## config.mk

```make
export PLATFORM = sky130hd
export DESIGN_NAME = dial_pattern_acl_check
export DESIGN_NICKNAME = d
export VERILOG_FILES = /design/src/rtl/core/dpac_pkg.sv /design/src/rtl/core/dpac_match.sv /design/src/rtl/core/dpac_ctrl.sv /design/src/rtl/core/dpac_datapath.sv /design/src/rtl/core/dial_pattern_acl_check.sv
export SDC_FILE = /design/constraint.sdc
export NUM_CORES = 2
export LEC_CHECK = 0
export BUFFER_PORTS_ARGS = -buffer_cell sky130_fd_sc_hd__buf_2
export CAP_MARGIN = 20
export CORE_UTILIZATION = 35
export DETAILED_ROUTE_END_ITERATION = 8
export PLACE_DENSITY_LB_ADDON = 0.25
export SYNTH_ARGS = -nofsm -noshare
export SYNTH_HDL_FRONTEND = slang
export SYNTH_SLANG_ARGS = --single-unit
```

## constraint.sdc

```tcl
create_clock -name clock -period 12 [get_ports clock]
set_clock_uncertainty 0.05 [all_clocks]
set_input_delay 1.2 -clock clock [delete_from_list [all_inputs] [get_ports clock]]
set_output_delay 1.2 -clock clock [all_outputs]
set_load 0.05 [all_outputs]
```

## src/rtl/core/dpac_pkg.sv

```systemverilog
package dpac_pkg;

   localparam int NumChars   = 16;
   localparam int SymWidth   = 5;
   localparam int CharWidth  = 4;
   localparam int LenWidth   = 5;
   localparam int MaxSymbols = 16;

   localparam logic [SymWidth-1:0]  SymLitMax = 5'd14;
   localparam logic [SymWidth-1:0]  SymX      = 5'd15;
   localparam logic [SymWidth-1:0]  SymZ      = 5'd16;
   localparam logic [SymWidth-1:0]  SymN      = 5'd17;
   localparam logic [SymWidth-1:0]  SymDot    = 5'd18;
   localparam logic [CharWidth-1:0] CharOther = 4'd15;
   localparam logic [CharWidth-1:0] DigitMax  = 4'd9;
   localparam logic [CharWidth-1:0] ZMin      = 4'd1;
   localparam logic [CharWidth-1:0] NMin      = 4'd2;

   typedef enum logic [1:0] {
      OP_CLEAR  = 2'd0,
      OP_APPEND = 2'd1,
      OP_CHECK  = 2'd2,
      OP_NONE   = 2'd3
   } opcode_type;

   typedef enum logic [1:0] {
      ST_IDLE,
      ST_SCAN,
      ST_FINISH
   } state_type;

   typedef struct packed {
      logic [LenWidth-1:0] len;
      logic                is_pattern;
      logic                deny;
      logic [39:0]         sym_high;
      logic [39:0]         sym_low;
   } entry_type;

   typedef struct packed {
      logic do_clear;
      logic do_append;
      logic load_imm;
      logic start_check;
      logic scan;
      logic load_chk;
   } ctrl_cmd_type;

   typedef struct packed {
      logic rsp_free;
      logic count_zero;
      logic cmp_hit;
      logic cmp_last;
   } dp_status_type;

   // one pattern symbol against one character (dot handled by the caller)
   function automatic logic sym_ok(input logic [SymWidth-1:0] sym,
                                   input logic [CharWidth-1:0] chr);
      logic ok;
      if (sym <= SymLitMax) begin
         ok = (sym[CharWidth-1:0] == chr);
      end else begin
         case (sym)
            SymX:    ok = (chr <= DigitMax);
            SymZ:    ok = (chr >= ZMin) && (chr <= DigitMax);
            SymN:    ok = (chr >= NMin) && (chr <= DigitMax);
            default: ok = 1'b1;
         endcase
      end
      return ok;
   endfunction

endpackage

```

## src/rtl/core/dpac_match.sv

```systemverilog
module dpac_match (
   input  dpac_pkg::entry_type          entry,
   input  logic [63:0]                  digits,
   input  logic [dpac_pkg::LenWidth-1:0] num_len,
   output logic                         hit
);
   import dpac_pkg::*;

   logic [2*40-1:0]       all_syms;
   logic [SymWidth-1:0]   sym_k;
   logic [CharWidth-1:0]  chr_k;
   logic [NumChars-1:0]   in_len;
   logic [NumChars-1:0]   in_num;
   logic [NumChars-1:0]   is_dot;
   logic [NumChars-1:0]   dot_incl;
   logic [NumChars-1:0]   active;
   logic [NumChars-1:0]   sym_good;
   logic [NumChars-1:0]   pre_good;
   logic [NumChars-1:0]   tail_bad;
   logic                  dot_before;

   assign all_syms = {entry.sym_high, entry.sym_low};

   always_comb begin
      dot_before = 1'b0;
      sym_k      = '0;
      chr_k      = '0;
      for (int k = 0; k < NumChars; k++) begin
         sym_k       = all_syms[SymWidth*k +: SymWidth];
         chr_k       = digits[CharWidth*k +: CharWidth];
         in_len[k]   = LenWidth'(k) < entry.len;
         in_num[k]   = LenWidth'(k) < num_len;
         is_dot[k]   = in_len[k] && (sym_k == SymDot);
         // symbols at and after the first dot are not compared one by one
         active[k]   = in_len[k] && !dot_before && !is_dot[k];
         dot_incl[k] = dot_before || is_dot[k];
         dot_before  = dot_incl[k];
         sym_good[k] = !active[k] || (in_num[k] && sym_ok(sym_k, chr_k));
         pre_good[k] = !in_len[k] || ((sym_k == {1'b0, chr_k}) && (chr_k != CharOther));
         // characters swallowed by the dot must be digits or A-E
         tail_bad[k] = in_num[k] && dot_incl[k] && (chr_k == CharOther);
      end
   end

   always_comb begin
      if (entry.is_pattern) begin
         hit = (&sym_good) && !(|tail_bad) &&
               (dot_incl[NumChars-1] || (entry.len == num_len));
      end else begin
         hit = (&pre_good) && (entry.len <= num_len);
      end
   end

endmodule

```

## src/rtl/core/dpac_ctrl.sv

```systemverilog
module dpac_ctrl (
   input  logic                    clock,
   input  logic                    reset,
   input  logic                    req_valid,
   input  logic [1:0]              req_opcode,
   output logic                    req_ready,
   input  dpac_pkg::dp_status_type sts,
   output dpac_pkg::ctrl_cmd_type  cmd
);
   import dpac_pkg::*;

   state_type  state_ff;
   state_type  state_in;
   opcode_type op;

   assign op = opcode_type'(req_opcode);

   always_ff @(posedge clock) begin
      if (reset) begin
         state_ff <= ST_IDLE;
      end else begin
         state_ff <= state_in;
      end
   end

   always_comb begin
      state_in  = state_ff;
      cmd       = '0;
      req_ready = 1'b0;
      case (state_ff)
         ST_IDLE: begin
            req_ready = sts.rsp_free;
            if (req_valid && sts.rsp_free) begin
               case (op)
                  OP_CLEAR: begin
                     cmd.do_clear = 1'b1;
                     cmd.load_imm = 1'b1;
                  end
                  OP_APPEND: begin
                     cmd.do_append = 1'b1;
                     cmd.load_imm  = 1'b1;
                  end
                  OP_CHECK: begin
                     cmd.start_check = 1'b1;
                     state_in = sts.count_zero ? ST_FINISH : ST_SCAN;
                  end
                  default: begin
                     cmd.load_imm = 1'b1;
                  end
               endcase
            end
         end
         ST_SCAN: begin
            cmd.scan = 1'b1;
            if (sts.cmp_hit || sts.cmp_last) begin
               state_in = ST_FINISH;
            end
         end
         ST_FINISH: begin
            if (sts.rsp_free) begin
               cmd.load_chk = 1'b1;
               state_in     = ST_IDLE;
            end
         end
         default: begin
            state_in = ST_IDLE;
         end
      endcase
   end

endmodule

```

## src/rtl/core/dpac_datapath.sv

```systemverilog
module dpac_datapath #(
   parameter int MAX_ENTRIES = 16
) (
   input  logic                          clock,
   input  logic                          reset,
   input  logic                          req_entry_deny,
   input  logic                          req_entry_is_pattern,
   input  logic [4:0]                    req_entry_length,
   input  logic [39:0]                   req_symbols_low,
   input  logic [39:0]                   req_symbols_high,
   input  logic [63:0]                   req_number_digits,
   input  logic [4:0]                    req_number_length,
   input  dpac_pkg::ctrl_cmd_type        cmd,
   output dpac_pkg::dp_status_type       sts,
   input  logic                          rsp_ready,
   output logic                          rsp_valid,
   output logic                          rsp_permit,
   output logic                          rsp_matched,
   output logic [3:0]                    rsp_match_index,
   output logic                          rsp_status
);
   import dpac_pkg::*;

   localparam int CountWidth = $clog2(MAX_ENTRIES + 1);
   localparam int IndexWidth = (MAX_ENTRIES > 1) ? $clog2(MAX_ENTRIES) : 1;

   entry_type             mem [MAX_ENTRIES];
   entry_type             wr_entry;
   entry_type             rd_data_ff;
   logic [CountWidth-1:0] count_ff;
   logic [CountWidth-1:0] rd_idx_ff;
   logic [CountWidth-1:0] rd_tag_ff;
   logic                  rd_vld_ff;
   logic                  read_en;
   logic                  full;
   logic [LenWidth-1:0]   len_sat;
   logic [LenWidth-1:0]   num_sat;
   logic [63:0]           digits_ff;
   logic [LenWidth-1:0]   nlen_ff;
   logic                  match_hit;
   logic                  found_ff;
   logic                  found_permit_ff;
   logic [3:0]            found_idx_ff;
   logic                  rsp_valid_ff;
   logic                  rsp_permit_ff;
   logic                  rsp_matched_ff;
   logic [3:0]            rsp_idx_ff;
   logic                  rsp_status_ff;

   assign full    = (count_ff == CountWidth'(MAX_ENTRIES));
   assign len_sat = (req_entry_length > LenWidth'(MaxSymbols)) ?
                    LenWidth'(MaxSymbols) : req_entry_length;
   assign num_sat = (req_number_length > LenWidth'(NumChars)) ?
                    LenWidth'(NumChars) : req_number_length;
   assign read_en = cmd.scan && (rd_idx_ff < count_ff);

   always_comb begin
      wr_entry.len        = len_sat;
      wr_entry.is_pattern = req_entry_is_pattern;
      wr_entry.deny       = req_entry_deny;
      wr_entry.sym_high   = req_symbols_high;
      wr_entry.sym_low    = req_symbols_low;
   end

   // entry table
   always_ff @(posedge clock) begin
      if (cmd.do_append && !full) begin
         mem[count_ff[IndexWidth-1:0]] <= wr_entry;
      end
      rd_data_ff <= mem[rd_idx_ff[IndexWidth-1:0]];
   end

   always_ff @(posedge clock) begin
      if (reset) begin
         count_ff <= '0;
      end else if (cmd.do_clear) begin
         count_ff <= '0;
      end else if (cmd.do_append && !full) begin
         count_ff <= count_ff + 1'b1;
      end
   end

   // scan address and compare stage
   always_ff @(posedge clock) begin
      if (reset) begin
         rd_vld_ff <= 1'b0;
      end else begin
         rd_vld_ff <= read_en;
      end
   end

   always_ff @(posedge clock) begin
      if (cmd.start_check) begin
         rd_idx_ff <= '0;
         digits_ff <= req_number_digits;
         nlen_ff   <= num_sat;
      end else if (read_en) begin
         rd_idx_ff <= rd_idx_ff + 1'b1;
      end
      rd_tag_ff <= rd_idx_ff;
   end

   dpac_match u_match (
      .entry   (rd_data_ff),
      .digits  (digits_ff),
      .num_len (nlen_ff),
      .hit     (match_hit)
   );

   always_comb begin
      sts.rsp_free   = !rsp_valid_ff || rsp_ready;
      sts.count_zero = (count_ff == '0);
      sts.cmp_hit    = rd_vld_ff && match_hit;
      sts.cmp_last   = rd_vld_ff && (rd_tag_ff == count_ff - 1'b1);
   end

   // first hit of the scan
   always_ff @(posedge clock) begin
      if (reset) begin
         found_ff <= 1'b0;
      end else if (cmd.start_check) begin
         found_ff <= 1'b0;
      end else if (cmd.scan && sts.cmp_hit) begin
         found_ff <= 1'b1;
      end
   end

   always_ff @(posedge clock) begin
      if (cmd.scan && sts.cmp_hit) begin
         found_permit_ff <= !rd_data_ff.deny;
         found_idx_ff    <= 4'(rd_tag_ff);
      end
   end

   // result register
   always_ff @(posedge clock) begin
      if (reset) begin
         rsp_valid_ff <= 1'b0;
      end else if (cmd.load_imm || cmd.load_chk) begin
         rsp_valid_ff <= 1'b1;
      end else if (rsp_ready) begin
         rsp_valid_ff <= 1'b0;
      end
   end

   always_ff @(posedge clock) begin
      if (cmd.load_imm) begin
         rsp_permit_ff  <= 1'b0;
         rsp_matched_ff <= 1'b0;
         rsp_idx_ff     <= '0;
         rsp_status_ff  <= cmd.do_append && full;
      end else if (cmd.load_chk) begin
         rsp_permit_ff  <= found_ff && found_permit_ff;
         rsp_matched_ff <= found_ff;
         rsp_idx_ff     <= found_ff ? found_idx_ff : 4'd0;
         rsp_status_ff  <= 1'b0;
      end
   end

   assign rsp_valid       = rsp_valid_ff;
   assign rsp_permit      = rsp_permit_ff;
   assign rsp_matched     = rsp_matched_ff;
   assign rsp_match_index = rsp_idx_ff;
   assign rsp_status      = rsp_status_ff;

endmodule

```

## src/rtl/core/dial_pattern_acl_check.sv

```systemverilog
// Ordered access list for telephone numbers, up to MAX_ENTRIES permit or deny
// entries, each a literal prefix or a dial pattern (literal, X, Z, N, any and a
// trailing dot). Every request transaction gives exactly one response
// transaction. Clear and append present their response in the cycle after acceptance;
// an append on a full table is refused with status set. A check walks the
// entries in order through the single read port of the entry memory, one entry
// compared per cycle with all sixteen symbol positions in parallel, and stops at
// the first hit; no further request is accepted until it has finished. Requests
// are taken one at a time, and only while the output register is empty or hands
// its response off in the same cycle.
module dial_pattern_acl_check #(
   parameter int MAX_ENTRIES = 16
) (
   input  logic        clock,
   input  logic        reset,
   input  logic        req_valid,
   output logic        req_ready,
   input  logic [1:0]  req_opcode,
   input  logic        req_entry_deny,
   input  logic        req_entry_is_pattern,
   input  logic [4:0]  req_entry_length,
   input  logic [39:0] req_symbols_low,
   input  logic [39:0] req_symbols_high,
   input  logic [63:0] req_number_digits,
   input  logic [4:0]  req_number_length,
   output logic        rsp_valid,
   input  logic        rsp_ready,
   output logic        rsp_permit,
   output logic        rsp_matched,
   output logic [3:0]  rsp_match_index,
   output logic        rsp_status
);
   import dpac_pkg::*;

   ctrl_cmd_type  cmd;
   dp_status_type sts;

   dpac_ctrl u_ctrl (
      .clock      (clock),
      .reset      (reset),
      .req_valid  (req_valid),
      .req_opcode (req_opcode),
      .req_ready  (req_ready),
      .sts        (sts),
      .cmd        (cmd)
   );

   dpac_datapath #(
      .MAX_ENTRIES (MAX_ENTRIES)
   ) u_datapath (
      .clock                (clock),
      .reset                (reset),
      .req_entry_deny       (req_entry_deny),
      .req_entry_is_pattern (req_entry_is_pattern),
      .req_entry_length     (req_entry_length),
      .req_symbols_low      (req_symbols_low),
      .req_symbols_high     (req_symbols_high),
      .req_number_digits    (req_number_digits),
      .req_number_length    (req_number_length),
      .cmd                  (cmd),
      .sts                  (sts),
      .rsp_ready            (rsp_ready),
      .rsp_valid            (rsp_valid),
      .rsp_permit           (rsp_permit),
      .rsp_matched          (rsp_matched),
      .rsp_match_index      (rsp_match_index),
      .rsp_status           (rsp_status)
   );

endmodule

```

==> results.txt <==
Maximum vdd drop: 137 uV
Largest buffer count on any clock path: 3
Largest net degree at the start of global routing: 97
Multi-input logic area: 13700 um^2
Top-count cell post-synth: edfxtp_1
First-pass GRT wire length: 223 mm
Cell Area, Synth: 60400 um^2
Fin. Hold Viols: 0
CP max stage delay: 0.84 ns
Area growth syn-to-layout: 15.2%
Clk_lat worst skew: 0.81 ns
EDFF count, synth: 1467
Chip height: 418 um
CTS tree: done
Sw Ratio: 22.5%
Total of fill cells in the finished design: 15200
Core area: 172000 um^2
Placed cells: 5125
Startpoint Class: flip-flop
Power share of the sequential group: 51.4%
Cell Rows: 152
Fin Hold WS: 0.348 ns
Leak: 0.0213 uW
Top_reg_cell synth: edfxtp_1
Total Power: 12200 uW
Crit path max-delay cell type: buf_4
Overflow after GRT: 0
Clock-pin slew on the worst setup and hold paths: 0.06 ns
Top cell type's share of synthesized area: 72.9%
Crit path time final: 4.44 ns
Top post-synthesis cells by count: 1467 x edfxtp_1, 435 x mux4_2, 113 x dfxtp_1
I/O pin cnt: 171
Routed Antenna Nets: 0
Final TNS setup: 0 ns
Vias in the first global route: 29500
RSZ-0062 raised after global routing: no
Top cells by area, synth: edfxtp_1 73%, mux4_2 16%, dfxtp_1 3.7%, xor2_1 0.72%, clkbuf_1 0.44%
Total number of vias: 28900
Net Count, Synth: 2897
Yosys reg bits: 1580
DRC: 0
Total CTS buffers: 166
Routed WL: 156 mm
Register area: 46300 um^2
Clock sink count: 1580
Post-synth ARST share: 0%
Sequential area share after synthesis: 76.6%
DP Wirelength: 93.1 mm
CTS resizes: 0
Crit-path max FO: 59
Pint: 9440 uW
H-tree depth: 4
Relative slew margins: 22.8%
Worst path top cell family by delay: buffers and inverters
Final setup fails: 0
TritonRoute pass-1 iters: 5
DRT iter0 DRCs: 2707
Slew @ Worst Pin: 1.16 ns
CP Capture Type: flip-flop
Crit path DAT: 5.07 ns
Cell variety after synth: 77
Yosys top cell by area: edfxtp_1
Critical path cell sequence: buf_4 > buf_4 > buf_4 > mux4_2 > mux4_2
Hold Crit Class: flip-flop to flip-flop
Non-filler cells, final: 5438
Antenna violations before repair: 29
Status: complete, no violations
# port buffers: 170
CP dominant cell by count: buf_4
CTS Hold Buffers Added: 0
Gpl congestion: 0.889
Initial Utilization: 35.2%
Flop2flop setup slack: 7.56 ns
Ys Warns: 0
# Post-CTS Setup Buffers: 0
Mapped Avg Cell Area: 22.2 um^2
Worst setup slack after layout: 7.56 ns
Max-slew violation count: 0
Post-DR vias/cell: 5.32
Final period utilization: 37.0%
Req. time, crit path: 12.63 ns
Pwr/cell area: 175 nW/um^2
CTS root buf: clkbuf_16
WL per Instance: 28.8 um
Clock power share: 41.9%
Die Area: 174000 um^2
Logic pwr share: 6.7%
Pre-CTS WS: 7.18 ns
Total GRT Usage: 18.0%
Setup Crit Path Kind: flip-flop to flip-flop
Layout cells sized above 1: 29.5%
Highest clock rate: 225 MHz
Nets@finish: 3162
Sw power: 2740 uW
Mapped Cells: 2720
Chip width: 418 um
Total of max-cap violations: 0
Critical path buffer and inverter count: 3
==> power groups by stage <==
stage | Clock, uW | Sequential (uW) | Combinational [uW]
floorplan | 0 | 6280 | 560
global placement | 0 | 6390 | 804
detailed placement | 0 | 6390 | 809
global route | 5420 | 6260 | 878
finish | 5100 | 6260 | 813
CTS | 5230 | 6270 | 813
==> path summary, 6_finish.rpt <==
path | start | end | cells after the start
max | u_datapath.rd_idx_ff[1] | u_datapath.rd_data_ff[18] | 5
min | u_datapath.rd_idx_ff[4] | u_datapath.rd_tag_ff[4] | 0
max reg2reg | u_datapath.rd_idx_ff[1] | u_datapath.rd_data_ff[18] | 5
min reg2reg | u_datapath.rd_idx_ff[4] | u_datapath.rd_tag_ff[4] | 0
==> through the flow <==
stage               utilization [%]  area, um^2
floorplan                         -       60400
global placement               37.4       64100
detailed placement             37.4       64100
CTS                            40.6       69600
global route                   40.6       69600
finish                         40.6       69600
==> cell type report <==
class                   instances  share of cell area (%)
diodes                          3                  0.0108
clock buffers                 220                    6.57
clock inverters                88                    1.25
inverters                      28                   0.151
multi-input cells            1002                    19.6
flip-flops and latches       1580                    66.5
well taps                    2310                    4.15
repair buffers                207                    1.72
==> layer usage <==
metal	track usage (%)	routed length, um	share of wire [%]	vias to the layer above
li1	-	-	-	12100
met1	24.2	66500	43	15700
met2	30.2	78500	50	819
met3	3.14	7400	4.7	256
met4	4.90	3890	2.5	12
met5	0	64	0.041	-
==> layout by cell type, fill, tap and decap left out, types with 17 or more instances in the layout <==
master / instances
dfxtp_1: 109
nor2b_1: 18
nand4_1: 33
nor2_1: 47
clkinv_1: 35
a31oi_1: 19
mux4_2: 435
xnor2_1: 25
inv_1: 28
edfxtp_1: 1467
clkbuf_1: 36
nand2b_1: 19
nor3_1: 25
nand2_1: 36
nor4_1: 26
xor2_1: 50
a21oi_1: 26
buf_2: 170
nand3_1: 17
clkinv_2: 22
o21ai_0: 35
buf_4: 32
clkbuf_16: 169
==> sequential cells by signal (all words and copies together) (netlist names), 5 cells and up <==
register	cells
u_datapath.mem	1392
u_datapath.rd_data_ff	87
u_datapath.digits_ff	64
u_datapath.count_ff	5
u_datapath.nlen_ff	5
u_datapath.rd_idx_ff	5
u_datapath.rd_tag_ff	5
==> kinds of logic (layout without fill, tap and decap cells) <==
group,Yosys count,count (layout),share of synthesized area [%]
compound gates,174,174,2.00
xor+xnor,75,75,1.09
fa+ha+maj,15,15,0.311
buf+inv,138,543,0.878
flops,1580,1580,76.6
mux,441,441,16.3
other cells,0,3,0
simple gates,297,297,2.79
==> worst register-to-register path, cell delays in order, from the launching register on <==
cell and delay [ns]:
dfxtp_4 0.78, buf_4 0.85, buf_4 0.79, buf_4 0.85, mux4_2 0.54, mux4_2 0.47
(Power assumes the default switching activity.)
